`src/hw/rtl/cartridge_bank_address_mapper_unit_defines.svh`:
```
// Assertion macros shared by the cartridge bank address mapper RTL.
`ifndef CARTRIDGE_BANK_ADDRESS_MAPPER_UNIT_DEFINES_SVH
`define CARTRIDGE_BANK_ADDRESS_MAPPER_UNIT_DEFINES_SVH

// The expression holds at every rising clock edge outside reset.
`define CBAM_ASSERT_ALWAYS(lbl, expr) \
	lbl: assert property (@(posedge clk) disable iff (!arst_n) (expr)) \
		else $error("cbam: invariant violated");

// The consequent holds in the same cycle as the antecedent.
`define CBAM_ASSERT_IMPL(lbl, ante, cons) \
	lbl: assert property (@(posedge clk) disable iff (!arst_n) (ante) |-> (cons)) \
		else $error("cbam: implication violated");

// The consequent holds in the cycle after the antecedent.
`define CBAM_ASSERT_NEXT(lbl, ante, cons) \
	lbl: assert property (@(posedge clk) disable iff (!arst_n) (ante) |=> (cons)) \
		else $error("cbam: next-cycle implication violated");

`endif

```
`src/hw/rtl/cbam_pkg.sv`:
```
// Types and address map constants of the cartridge bank address mapper.
`timescale 1ns / 1ps
package cbam_pkg;

	typedef enum logic [1:0] {
		TGT_ROM  = 2'd0,
		TGT_RAM  = 2'd1,
		TGT_INT  = 2'd2,
		TGT_NONE = 2'd3
	} target_t;

	localparam int unsigned PHYS_W = 21;

	localparam logic [15:0] ADDR_BANK_REG  = 16'h2000;
	localparam logic [15:0] ADDR_ROM_BANKN = 16'h4000;
	localparam logic [15:0] ADDR_LATCH     = 16'h6000;
	localparam logic [15:0] ADDR_VRAM      = 16'h8000;
	localparam logic [15:0] ADDR_CART_RAM  = 16'hA000;
	localparam logic [15:0] ADDR_WRAM      = 16'hC000;
	localparam logic [15:0] ADDR_ECHO      = 16'hE000;
	localparam logic [15:0] ADDR_OAM       = 16'hFE00;
	localparam logic [15:0] ADDR_UNUSABLE  = 16'hFEA0;
	localparam logic [15:0] ADDR_IO_START  = 16'hFEFF;
	localparam logic [15:0] ECHO_OFFSET    = 16'h2000;

	localparam logic [3:0] RAM_ENABLE_KEY = 4'hA;

endpackage

```
`src/hw/rtl/cartridge_bank_address_mapper_unit.sv`:
```
// Top level of the cartridge bank address mapper: bank registers and address decode.
`timescale 1ns / 1ps
// An accepted bus word passes through the input register and then the output register to its result word.
// Throughput: one word per cycle; the input register advances whenever the output register
// is empty or its word is being taken, and the bank registers update in that same cycle.
// Reset: arst_n clears both valid flags, disables cartridge RAM, selects ROM bank 1
// and RAM bank 0.
`include "cartridge_bank_address_mapper_unit_defines.svh"
module cartridge_bank_address_mapper_unit #(
	parameter int ROM_BANK_BITS = 7,
	parameter int RAM_BANKS = 4
) (
	input  logic                          clk,
	input  logic                          arst_n,
	input  logic                          item_valid,
	output logic                          item_stall,
	input  logic                          action,
	input  logic [15:0]                   bus_address,
	input  logic [7:0]                    write_byte,
	output logic                          result_valid,
	input  logic                          result_stall,
	output cbam_pkg::target_t             target,
	output logic [cbam_pkg::PHYS_W-1:0]   physical_address,
	output logic                          store_strobe,
	output logic [7:0]                    store_byte
);
	import cbam_pkg::*;

	localparam int RamBankW = (RAM_BANKS > 1) ? $clog2(RAM_BANKS) : 1;
	localparam int RamRecip = (65536 + RAM_BANKS - 1) / RAM_BANKS;

	logic                valid_s1;
	logic                action_s1;
	logic [15:0]         address_s1;
	logic [7:0]          byte_s1;

	logic                ram_enabled_q;
	logic [ROM_BANK_BITS-1:0] rom_bank_q;
	logic [RamBankW-1:0] ram_bank_q;

	logic                advance;
	target_t             tgt_d;
	logic [PHYS_W-1:0]   phys_d;
	logic                strobe_d;

	logic [ROM_BANK_BITS-1:0] rom_bank_d;
	logic [21:0]         rom_phys;
	logic [24:0]         mod_prod;
	logic [7:0]          mod_quot;
	logic [11:0]         mod_rem;
	logic [11:0]         mod_fix;

	assign advance    = !result_valid || !result_stall;
	assign item_stall = valid_s1 && !advance;

	always_ff @(posedge clk or negedge arst_n) begin
		if (!arst_n) begin
			valid_s1 <= 1'b0;
		end else if (!item_stall) begin
			valid_s1 <= item_valid;
		end
	end

	always_ff @(posedge clk) begin
		if (item_valid && !item_stall) begin
			action_s1  <= action;
			address_s1 <= bus_address;
			byte_s1    <= write_byte;
		end
	end

	// The RAM bank is the written byte modulo RAM_BANKS, found through a reciprocal.
	assign mod_prod = {17'd0, byte_s1} * 25'(RamRecip);
	assign mod_quot = mod_prod[23:16];
	assign mod_rem  = {4'd0, byte_s1} - (12'(mod_quot) * 12'(RAM_BANKS));
	assign mod_fix  = (mod_rem >= 12'(RAM_BANKS)) ? (mod_rem - 12'(RAM_BANKS)) : mod_rem;

	assign rom_bank_d = (byte_s1[ROM_BANK_BITS-1:0] == '0) ? ROM_BANK_BITS'(1)
		: byte_s1[ROM_BANK_BITS-1:0];
	assign rom_phys = {8'(rom_bank_q), address_s1[13:0]};

	always_comb begin
		tgt_d    = TGT_NONE;
		phys_d   = '0;
		if (address_s1 < ADDR_VRAM) begin
			if (!action_s1) begin
				tgt_d = TGT_ROM;
				if (address_s1 < ADDR_ROM_BANKN) begin
					phys_d = PHYS_W'(address_s1);
				end else begin
					phys_d = rom_phys[PHYS_W-1:0];
				end
			end
		end else if (address_s1 < ADDR_CART_RAM
				|| (address_s1 >= ADDR_WRAM && address_s1 < ADDR_ECHO)) begin
			tgt_d  = TGT_INT;
			phys_d = PHYS_W'(address_s1);
		end else if (address_s1 < ADDR_WRAM) begin
			if (ram_enabled_q) begin
				tgt_d  = TGT_RAM;
				phys_d = PHYS_W'({ram_bank_q, address_s1[12:0]});
			end
		end else if (address_s1 < ADDR_OAM) begin
			tgt_d  = TGT_INT;
			phys_d = PHYS_W'(address_s1 - ECHO_OFFSET);
		end else if (address_s1 < ADDR_UNUSABLE || address_s1 >= ADDR_IO_START) begin
			tgt_d  = TGT_INT;
			phys_d = PHYS_W'(address_s1);
		end
		strobe_d = action_s1 && (tgt_d == TGT_INT || tgt_d == TGT_RAM);
	end

	always_ff @(posedge clk or negedge arst_n) begin
		if (!arst_n) begin
			ram_enabled_q <= 1'b0;
			rom_bank_q    <= ROM_BANK_BITS'(1);
			ram_bank_q    <= '0;
		end else if (valid_s1 && advance && action_s1 && address_s1 < ADDR_LATCH) begin
			if (address_s1 < ADDR_BANK_REG) begin
				ram_enabled_q <= (byte_s1[3:0] == RAM_ENABLE_KEY);
			end else if (address_s1 < ADDR_ROM_BANKN) begin
				rom_bank_q <= rom_bank_d;
			end else begin
				ram_bank_q <= mod_fix[RamBankW-1:0];
			end
		end
	end

	always_ff @(posedge clk or negedge arst_n) begin
		if (!arst_n) begin
			result_valid <= 1'b0;
		end else if (advance) begin
			result_valid <= valid_s1;
		end
	end

	always_ff @(posedge clk) begin
		if (advance && valid_s1) begin
			target           <= tgt_d;
			physical_address <= phys_d;
			store_strobe     <= strobe_d;
			store_byte       <= strobe_d ? byte_s1 : 8'd0;
		end
	end

	`CBAM_ASSERT_ALWAYS(a_rom_bank_nonzero, rom_bank_q != '0)
	`CBAM_ASSERT_ALWAYS(a_ram_bank_in_range, 32'(ram_bank_q) < 32'(RAM_BANKS))
	`CBAM_ASSERT_IMPL(a_strobe_target, result_valid && store_strobe, target == TGT_RAM || target == TGT_INT)
	`CBAM_ASSERT_IMPL(a_none_is_quiet, result_valid && target == TGT_NONE, physical_address == '0 && !store_strobe && store_byte == 8'd0)
	`CBAM_ASSERT_NEXT(a_ram_enable_write, valid_s1 && advance && action_s1 && address_s1 < ADDR_BANK_REG, ram_enabled_q == ($past(byte_s1[3:0]) == RAM_ENABLE_KEY))

endmodule

```
`config.mk`:
```
export PLATFORM = sky130hd
export DESIGN_NAME = cartridge_bank_address_mapper_unit
export DESIGN_NICKNAME = d
export VERILOG_FILES = /design/src/hw/rtl/cbam_pkg.sv /design/src/hw/rtl/cartridge_bank_address_mapper_unit.sv
export VERILOG_INCLUDE_DIRS = /design/src /design/src/hw/rtl
export SDC_FILE = /design/constraint.sdc
export NUM_CORES = 1
export LEC_CHECK = 0
export BUFFER_PORTS_ARGS = -buffer_cell sky130_fd_sc_hd__buf_2
export CORE_MARGIN = 5
export CORE_UTILIZATION = 30
export CTS_CLUSTER_DIAMETER = 200
export DETAILED_ROUTE_END_ITERATION = 12
export PLACE_DENSITY_LB_ADDON = 0.25
export SLEW_MARGIN = 30
export SYNTH_ARGS = -nofsm -noshare
export SYNTH_HDL_FRONTEND = slang
export SYNTH_SLANG_ARGS = --single-unit
```
`constraint.sdc`:
```
create_clock -name clk -period 2.6 [get_ports clk]
set_input_delay 0.13 -clock clk [delete_from_list [all_inputs] [get_ports clk]]
set_output_delay 0.13 -clock clk [all_outputs]
set_load 0.005 [all_outputs]
```
# After elaboration in Yosys (flattened, before gate mapping)
# Index checks and enable logic that the tools add are counted.
# classes
add_sub_neg	3
magnitude_cmp	12
n_eq_ne	3
n_mux	17
n_bitwise	2
n_reduce_logical	19
# op_table
operator	count
21-bit 2-to-1 mux	6
16-bit < comparator (second input constant)	6
16-bit greater-or-equal comparator (second input constant)	2
16-bit by 15-bit < comparator with 1-bit output (second input constant)	2
16-bit by 14-bit subtractor with 17-bit output (second input constant)	1
16-bit by 14-bit < comparator with 1-bit output (second input constant)	1
16-bit 2-to-1 mux	1
15-bit 2-to-1 mux	1
12-bit by 3-bit greater-or-equal comparator with 1-bit output (second input constant)	1
2-bit 2-to-1 mux	6
8-bit by 8-bit subtractor with 9-bit output	1
1-bit logical AND	7
7-bit logical NOT	1
7-bit 2-to-1 mux	1
3-bit AND reduction	2
4-bit == test (second input constant)	1
1-bit logical NOT	4
1-bit logical OR	4
2-bit by 1-bit == test with 1-bit output (second input constant)	1
2-bit == test (second input constant)	1
1-bit 2-to-1 mux	2
1-bit NOT	2
2-bit AND reduction	1
2-bit by 1-bit subtractor with 2-bit output (second input constant)	1
# totals
ff_bits	69
inputBits	29
output_inout_bits	34

# Longest topological paths before layout
# depth
ltp_word	10
mapped_depth	8
mapped_depth_nobuf	6

# Worst setup path before layout
# OpenSTA, ideal clock, no wires.
# synth_path
path_type	register to register
startpoint	register address_s1[14]
endpoint	register rom_bank_q[1]
setup_time_ps	125
arrival_time_ps	1988
required_ps	2475
setup_slack_ps	487
stages_incl_launch_ff	8
synth_period_minus_slack_ps	2113
path_cell_list	edfxtp_1 clkbuf_1 inv_1 ha_1 ha_1 or4_4 buf_6 mux2_4
# synth_via
elab_chain_cells	3
word_cells_on_any_way	6
cone_classes	order compare (3); bitwise (1); reduce/logical (2)
# synth_lines
item	line	rtl
start, declared	cartridge_bank_address_mapper_unit.sv:34	logic [15:0] address_s1;
start signal, assigned	cartridge_bank_address_mapper_unit.sv:67	address_s1 <= bus_address;
16-bit by 15-bit < comparator with 1-bit output / 16-bit by 14-bit < comparator with 1-bit output (equally long branches)	cartridge_bank_address_mapper_unit.sv:118, cartridge_bank_address_mapper_unit.sv:119	
1-bit logical AND / 1-bit NOT (equally long branches)	--	
3-bit AND reduction (no source line) *	--	
end signal, assigned	cartridge_bank_address_mapper_unit.sv:122	rom_bank_q <= rom_bank_d;
end, declared	cartridge_bank_address_mapper_unit.sv:38	logic [ROM_BANK_BITS-1:0] rom_bank_q;
# Mark *: on every way between the ends. The rest lies on a longest branch, timed or not.
# A chain may end at the register's enable or synchronous reset.

# Worst setup path after layout
# layout_path
startpoint	register address_s1[14]
endpoint	register rom_bank_q[2]
# Same word-level chain as after synthesis.

==> reports/metrics.cfg <==
[cts]
cts-root-buf=clkbuf_8
cts_made_buffers=9
path_clk_slew_ns=0.07
cts_tree=done
clock_latency_ns=0.34
clock_sinks=69
htree_levels=3
clock_path_buffers=2
postCtsSetupRepairBufs=0

[placed_design]
gp_congestion=0.7847
port_buffers=62
dp_cells=344
dp_hpwl_microns=3836
dp_slack_ns=0.4549

[synthesis]
netlist_top_cells_area=edfxtp_1, dfrtp_1, mux2_4, nand2_1, nor2_1
synth_fa_ha_area_frac=0.009272
post-synth-top-area-cell=edfxtp_1
syn_nets=207
synth_simple_gate_area_frac=0.1386
muxShareOfSynthArea=0.04172
yosysSeqAreaShare=0.7459
synth-xor-area-share=0
synth_flop_cell=edfxtp_1
synth_compound_area_frac=0.04080
syn_area_per_cell_sq_um=15.33
yosys-top-cells-count=edfxtp_1, nand2_1, nor2_1, dfrtp_1, nor3b_1
synth.ff_latch_count=69
syn_area_sq_um=2699
synth.most_common_cell=edfxtp_1
synth_top_family_by_area=simple AND/OR/NAND/NOR gates
syn_inst=176
synth_top_area_share=0.6342
synth-edff-count=57
yosysWarningCount=0
ys_types=37
ys_async_sr_fraction=0.1739

[sta]
slew_headroom=0.5596
clock.fmax_mhz=463.9
slew_viol_final=0
hold_viol_final=0
period_share=0.8290
tightest_slew_ns=0.6585
whs_ns=0.02376
clock_skew_ns=0.01069
rsz0062_at_grt=no
timing.setup.tns_ns=0
min_period_ns=2.155
setup_ws_ns=0.4446
finalSetupViolCount=0

[drt]
drt.antenna.violating_nets=0
wl_per_cell_microns=14.19
vias=1718
drc=0
routed_wl_microns=5493
drt_iter0_markers=85
vias_per_cell=4.439
dr.pass1.iters=4

[die]
fp.dieArea_sq_um=10990
ioPinCount=63
dieWidth_microns=104.8
core-area_sq_um=8763
die_h_microns=104.8
rows=34
start_util=0.3080

[global_routing]
grt_use_met3=0.03637
grtUsageMet1=0.1322
grt.busiest_layer=met2
grt_use_total=0.1064
met2_usage=0.1601
first_global_vias=1792
grt_start_max_net_pins=33
grt_pass1_wl_microns=9052
antenna_found_initial=0
grt.overflow.total=0

[cells_and_area]
nFillCells=826
multiInputGateArea_sq_um=628.1
fin_nets=305
regArea_sq_um=2013
syn2layout_area_growth_pct=36.90
drive_gt1_frac=0.3405
finalNonFillerCells=387
antenna_cells=0

[worst_setup_path]
end_kind=flip-flop
critical_path_class=reg2reg
cp_slowest_stage_delay_ns=0.61
required_ns=2.82
cp_num_buf_inv=1
arrival_ns=2.38
cpLargestDelayFamily=simple AND/OR/NAND/NOR gates
path_common_cell=ha_1
start_kind=flip-flop
worstPathCellList=inv_1, ha_1, ha_1, or4_4, mux2_4
crit_slowest_cell=or4_4
crit_fanout=12

[power_and_ir_drop]
vdd_drop_max_mv=0.2716
switchingPower_uw=570.8
intPower_mw=2.306
total_power_mw=2.877
p_seq_frac=0.483
p_sw_frac=0.1984
p_leak_nw=1.537
pwr-share-clk=0.426
power_frac_comb=0.091
power_density_nw_per_um2=778.7

[worst_hold_path]
min_path_type=in2reg

[flow_run]
drv_cap=0

[run_status]
status=finished, final reports clean

-- worst reg2reg max path, stage by stage (launching register included) --
cell and delay [ns]:
edfxtp_1 0.54, inv_1 0.15, ha_1 0.20, ha_1 0.20, or4_4 0.61, mux2_4 0.33
-- metrics by stage --
stage	utilization	area, sq um
2_1_floorplan	-	2699
3_3_place_gp	0.3575	3133
3_5_place_dp	0.3582	3139
4_1_cts	0.4216	3695
5_1_grt	0.4216	3695
6_report	0.4216	3695
-- flip-flops by register name (all words and copies together), names as in the netlist, 2 cells and up --
name / flops
store_byte: 8
ram_bank_q: 2
physical_address: 21
byte_s1: 8
rom_bank_q: 7
target: 2
address_s1: 16
-- repair_timing --
action                                 in CTS  in global routing
resized for setup                           0                  0
endpoints found under the hold margin      38                  0
setup endpoints to repair                   0                  0
hold buffers                               27                  0
-- cells in the final DEF (no fill, tap or decap), types with 2 or more instances in the layout --
| cell | instances |
|---|---|
| a21oi_1 | 4 |
| and2_1 | 2 |
| and3_1 | 5 |
| buf_2 | 62 |
| buf_4 | 4 |
| bufinv_16 | 5 |
| clkbuf_8 | 9 |
| dfrtp_1 | 11 |
| dlygate4sd3_1 | 27 |
| edfxtp_1 | 57 |
| ha_1 | 2 |
| inv_1 | 6 |
| mux2_2 | 2 |
| mux2_4 | 6 |
| nand2_1 | 17 |
| nand2b_1 | 2 |
| nand3_1 | 5 |
| nor2_1 | 17 |
| nor3_1 | 3 |
| nor3b_1 | 8 |
| o2111ai_1 | 2 |
| o21ai_0 | 3 |
| o311ai_0 | 2 |
-- kinds of logic after synthesis --
kind of cell	count (synthesis)
compound gates	16
fa+ha+maj	2
buf+inv	12
flops	69
mux	8
simple gates	69
-- routing by layer --
layer,up-vias,routed length [microns]
li1,850,-
met1,813,2490
met2,47,2538
met3,8,322
met4,0,141
met5,-,0
-- worst paths after layout --
| kind | from | to | slack, ns | cells past startpoint |
|---|---|---|---|---|
| min in group asynchronous | arst_n | rom_bank_q[1] | 0.20 | 2 |
| worst max-delay path | address_s1[14] | rom_bank_q[2] | 0.44 | 5 |
| max in group asynchronous | arst_n | rom_bank_q[0] | 2.13 | 2 |
| worst min-delay path | result_stall | result_valid | 0.02 | 2 |
| worst max register to register | address_s1[14] | rom_bank_q[2] | 0.44 | 5 |
| worst min register to register | valid_s1 | result_valid | 0.48 | 1 |
-- layout make-up --
cell class | instances | area share
Sequential cell | 69 | 0.5449
Multi-Input combinational cell | 95 | 0.1700
Timing Repair Buffer | 93 | 0.1653
Clock inverter | 7 | 0.04368
Tap cell | 108 | 0.03657
Clock buffer | 9 | 0.03353
Inverter | 6 | 0.006096
-- power by group through the flow --
| stage | Clock, mW | Combinational, mW | Sequential [mW] |
|---|---|---|---|
| floorplan | 0 | 0.135 | 1.40 |
| global placement | 0 | 0.231 | 1.41 |
| detailed placement | 0 | 0.240 | 1.41 |
| CTS | 1.25 | 0.270 | 1.39 |
| global route | 1.29 | 0.293 | 1.40 |
| finish | 1.22 | 0.262 | 1.39 |
(Power assumes the default switching activity.)
